`src/fbpa_addsub.sv`:
```
// ----------------------------------------------------------------------------
// fbpa_addsub
// Shared adder/subtractor used for the address walk and the byte counters.
// ----------------------------------------------------------------------------
module fbpa_addsub #(
    parameter int WIDTH = 32
) (
    input  logic             i_sub,
    input  logic [WIDTH-1:0] i_a,
    input  logic [WIDTH-1:0] i_b,
    output logic [WIDTH-1:0] o_sum,
    output logic             o_carry
);

    // carry out on add, borrow out on subtract
    always_comb begin
        if (i_sub) begin
            {o_carry, o_sum} = {1'b0, i_a} - {1'b0, i_b};
        end else begin
            {o_carry, o_sum} = {1'b0, i_a} + {1'b0, i_b};
        end
    end

endmodule

```
`config.mk`:
```
export PLATFORM = sky130hd
export DESIGN_NAME = fbpa_addsub
export DESIGN_NICKNAME = d
export VERILOG_FILES = /design/src/fbpa_addsub.sv
export SDC_FILE = /design/constraint.sdc
export NUM_CORES = 1
export LEC_CHECK = 0
export BUFFER_PORTS_ARGS = -buffer_cell sky130_fd_sc_hd__buf_2
export CAP_MARGIN = 20
export CORE_UTILIZATION = 45
export DETAILED_ROUTE_END_ITERATION = 12
export GPL_TIMING_DRIVEN = 0
export PLACE_DENSITY = 0.77
export SYNTH_ARGS = -nofsm -noshare
export SYNTH_HDL_FRONTEND = slang
export SYNTH_SLANG_ARGS = --single-unit
```
`constraint.sdc`:
```
create_clock -name vclk -period 7.2
set_input_delay 1.8 -clock vclk [all_inputs]
set_output_delay 1.8 -clock vclk [all_outputs]
set_load 0.01 [all_outputs]
```
Yosys cells after proc, flatten, opt, wreduce, memory -nomap -nowiden. Index checks and enable logic that the tools add are counted.

Output and inout bits: 33. Register bits after elaboration: 0. Memories: 0. Latch bits: 0. Memory bits (writable): 0. ROM bits: 0. Logic and storage cells: 4. Bits of input ports: 65.

Bitwise logic cells: 0. Reduce and logical (&&, ||, !) cells: 0. Divide/modulo/power cells: 0. Magnitude comparators: 0. Mux-type cells: 2. Equality and inequality tests: 0. $add $sub $neg: 2. Multiply operators: 0. Shift-type cells: 0.

Operator list (count): $add A32 B32 Y33 (1); $sub A32 B32 Y33 (1); $mux W32 (1); $mux W1 (1).

Depth between registers and ports, before layout.
Depth in word-level cells: 2. Depth in mapped cells: 12. Depth with buffers taken out: 12.

Worst setup path before layout. OpenSTA, ideal clock, no wires.

Path kind: input-to-output. Start: in i_a[0]. End: out o_sum[30]. Stages: 12. Arrival time: 4010 ps. Required time: 5400 ps. Buffers on the path: 0. Path slack: 1390 ps. Cells stage by stage: inv_1 ha_1 fa_1 nor2b_1 o21ai_1 nand2_1 nand3_1 or4_1 o32ai_1 a21oi_1 o31ai_1 xor2_1.

Cells in the longest elaborated chain, start to end: 2.

RTL lines: start, declared (RTL line 9) `input logic [WIDTH-1:0] i_a,`; $add A32 B32 Y33 / $sub A32 B32 Y33 (equally long branches) (RTL line 20, 18); $mux W32 * (RTL line 17) `if (i_sub) begin`; end, declared (RTL line 11) `output logic [WIDTH-1:0] o_sum,`.

Every way passes the cells marked *; elsewhere a longest branch is shown, timed or not.

Worst setup path in the final report.
Start: in i_a[2]. End: out o_sum[27].

The elaborated chain is that of the path after synthesis.

==> impl_metrics.json <==
{
  "synth.most_common_cell": "a21oi_1",
  "coreArea_sq_um": 7850,
  "drive_above_1_share_pct": 18.7,
  "critPathTopFamily": "compound AO/OA/AOI/OAI gates",
  "syn_nets": 695,
  "yosys.area.top_type_share_pct": 21.7,
  "ys_types": 71,
  "globalRouteOverflowTotal": 0,
  "synthAdderAreaFrac_pct": 22.7,
  "tns_ns": 0,
  "final_util_pct": 55.0,
  "slowest_delay_ns": 0.47,
  "cp_max_fo": 5,
  "area_growth_pct": 16.7,
  "cts_resized": 0,
  "ys_seq_area_share_pct": 0,
  "whs_endpoint": "o_sum[0]",
  "place_congestion": 0.976,
  "cp.arrival_ns": 4.67,
  "min-delay-start": "i_b[0]",
  "hold_buffers": 0,
  "antenna_found_initial": 0,
  "slew_violations": 0,
  "syn_inst": 564,
  "finalHoldViolCount": 0,
  "via_count": 4600,
  "drv_cap": 0,
  "fill_cells": 850,
  "dp_hpwl_microns": 10500,
  "start_kind": "primary input",
  "synth_xor_xnor_area_share_pct": 7.11,
  "dr.first_iter.drc_count": 283,
  "pwr_density_cell_nw_per_um2": 96.2,
  "first_global_vias": 4241,
  "crit_required_ns": 5.40,
  "period_minus_slack_ns": 6.47,
  "grt_pass1_wl_microns": 20100,
  "synth_top_family_by_area": "compound AO/OA/AOI/OAI gates",
  "die_h_microns": 92.6,
  "min_path_type": "primary input to output pin",
  "critPathKind": "primary input to output pin",
  "ff_latch_area_sq_um": 0,
  "ir_drop_uv": 45.0,
  "initial_core_util_pct": 47.1,
  "finalSetupViolations": 0,
  "p_leak_uw": 0.00207,
  "die_area_sq_um": 8580,
  "synth_compound_gate_area_share_pct": 37.7,
  "synth_area_sq_um": 3700,
  "yosysWarnings": 0,
  "drc": 0,
  "cpMostUsedCell": "buf_2",
  "diodes": 0,
  "ys_top_cells_by_count": "71 x a21oi_1, 64 x ha_1, 60 x inv_1",
  "die_x_microns": 92.6,
  "grt_usage_pct": 28.4,
  "crit_slowest_cell": "a2111oi_1",
  "outcome": "completed",
  "setup_slack_ns": 0.725,
  "io-pin-count": 98,
  "io_buffer_count": 98,
  "cp_num_buf_inv": 2,
  "nClkBuffers": 0,
  "finalNetCount": 795,
  "wirelength_microns": 12600,
  "slew_headroom_pct": 55.4,
  "cp_cell_sequence": "buf_2 > ha_1 > a21oi_1 > o31ai_4 > a22o_4 > a2111oi_1 > o21ai_1 > a21oi_2 > nor2_1 > a211oi_1 > xnor2_1 > buf_2",
  "finalPower_uw": 415,
  "cp-end-kind": "output pin",
  "antenna_left": 0,
  "seq_cells": 0,
  "worst_pin_slew_ns": 0.669,
  "grt_max_degree": 11,
  "synthSimpleGateAreaFrac_pct": 22.4,
  "wire_per_inst_microns": 16.5,
  "pre_cts_ws_ns": 0.800,
  "hold_depth": 4,
  "via_per_inst": 6.02,
  "yosysTopAreaCell": "ha_1",
  "post_cts_buffers": 0,
  "rows": 32,
  "synthTopCellsByArea": "ha_1 22%, a21oi_1 9.6%, inv_1 6.1%, nor2_1 5.7%, xnor2_1 5.7%",
  "final.period_utilization_pct": 89.9,
  "syn_avg_cell_area_sq_um": 6.55,
  "fmax_mhz": 154,
  "dr.pass1.iters": 5,
  "synth_mux_area_share_pct": 0.542,
  "grt_setup_unrepaired": "false",
  "crit_start": "i_a[2]"
}
## per-layer routing
| layer | vias to the layer above | routed length [microns] | GRT usage (%) |
|---|---|---|---|
| met5 | - | 0 | 0 |
| met4 | 0 | 76 | 2.56 |
| met3 | 11 | 939 | 2.05 |
| met2 | 231 | 5860 | 48.3 |
| met1 | 2114 | 5760 | 40.4 |
| li1 | 2244 | - | - |
## worst max-delay path by stage
stage                end  slack [ns]  depth (start not counted)
2_1_floorplan  o_sum[30]        1.39                         12
3_3_place_gp     o_carry        0.83                         12
3_5_place_dp   o_sum[27]        0.80                         12
4_1_cts        o_sum[20]        0.81                         13
5_1_grt          o_carry        0.58                         13
6_report       o_sum[27]        0.73                         12
## per-stage QoR
step	hold slack, ns	instance area (sq um)	std cells
2_1_floorplan	3.75	3700	564
3_3_place_gp	3.95	4310	764
3_5_place_dp	3.96	4310	764
4_1_cts	3.96	4310	764
5_1_grt	3.99	4310	764
6_report	3.96	4310	764
## cell usage in the layout (no fill, tap or decap), types with 11 or more instances in the layout
cell type / synthesis / routed
a21o_1: 14 / 14
nor3_1: 15 / 15
nand2_1: 32 / 32
clkbuf_1: 20 / 20
a21oi_1: 71 / 71
xnor2_1: 24 / 24
inv_1: 60 / 60
buf_2: 4 / 102
nor2_1: 56 / 56
ha_1: 64 / 64
o31ai_1: 11 / 11
nand4_1: 13 / 13
o21ai_0: 35 / 35
## logic make-up after synthesis
kind of cell / Yosys count
AOI/OAI and AO/OA: 207
and+or+nand+nor: 169
buffers and inverters: 90
adders and majority gates: 66
xor gates and xnor gates: 30
muxes: 2
## layout make-up
type | count | area [sq um] | area share [%]
repair buffers | 98 | 490 | 11.4
plain buffers | 26 | 110 | 2.55
well taps | 102 | 128 | 2.96
multi-input cells | 474 | 3350 | 77.6
inverters | 64 | 240 | 5.57
## report_power, final
group | switching, uW | internal (uW) | leakage (uW)
logic | 254 | 161 | 0.00207
clock network | 0 | 0 | 0
registers | 0 | 0 | 0
total | 254 | 161 | 0.00207
(Power assumes the default switching activity.)
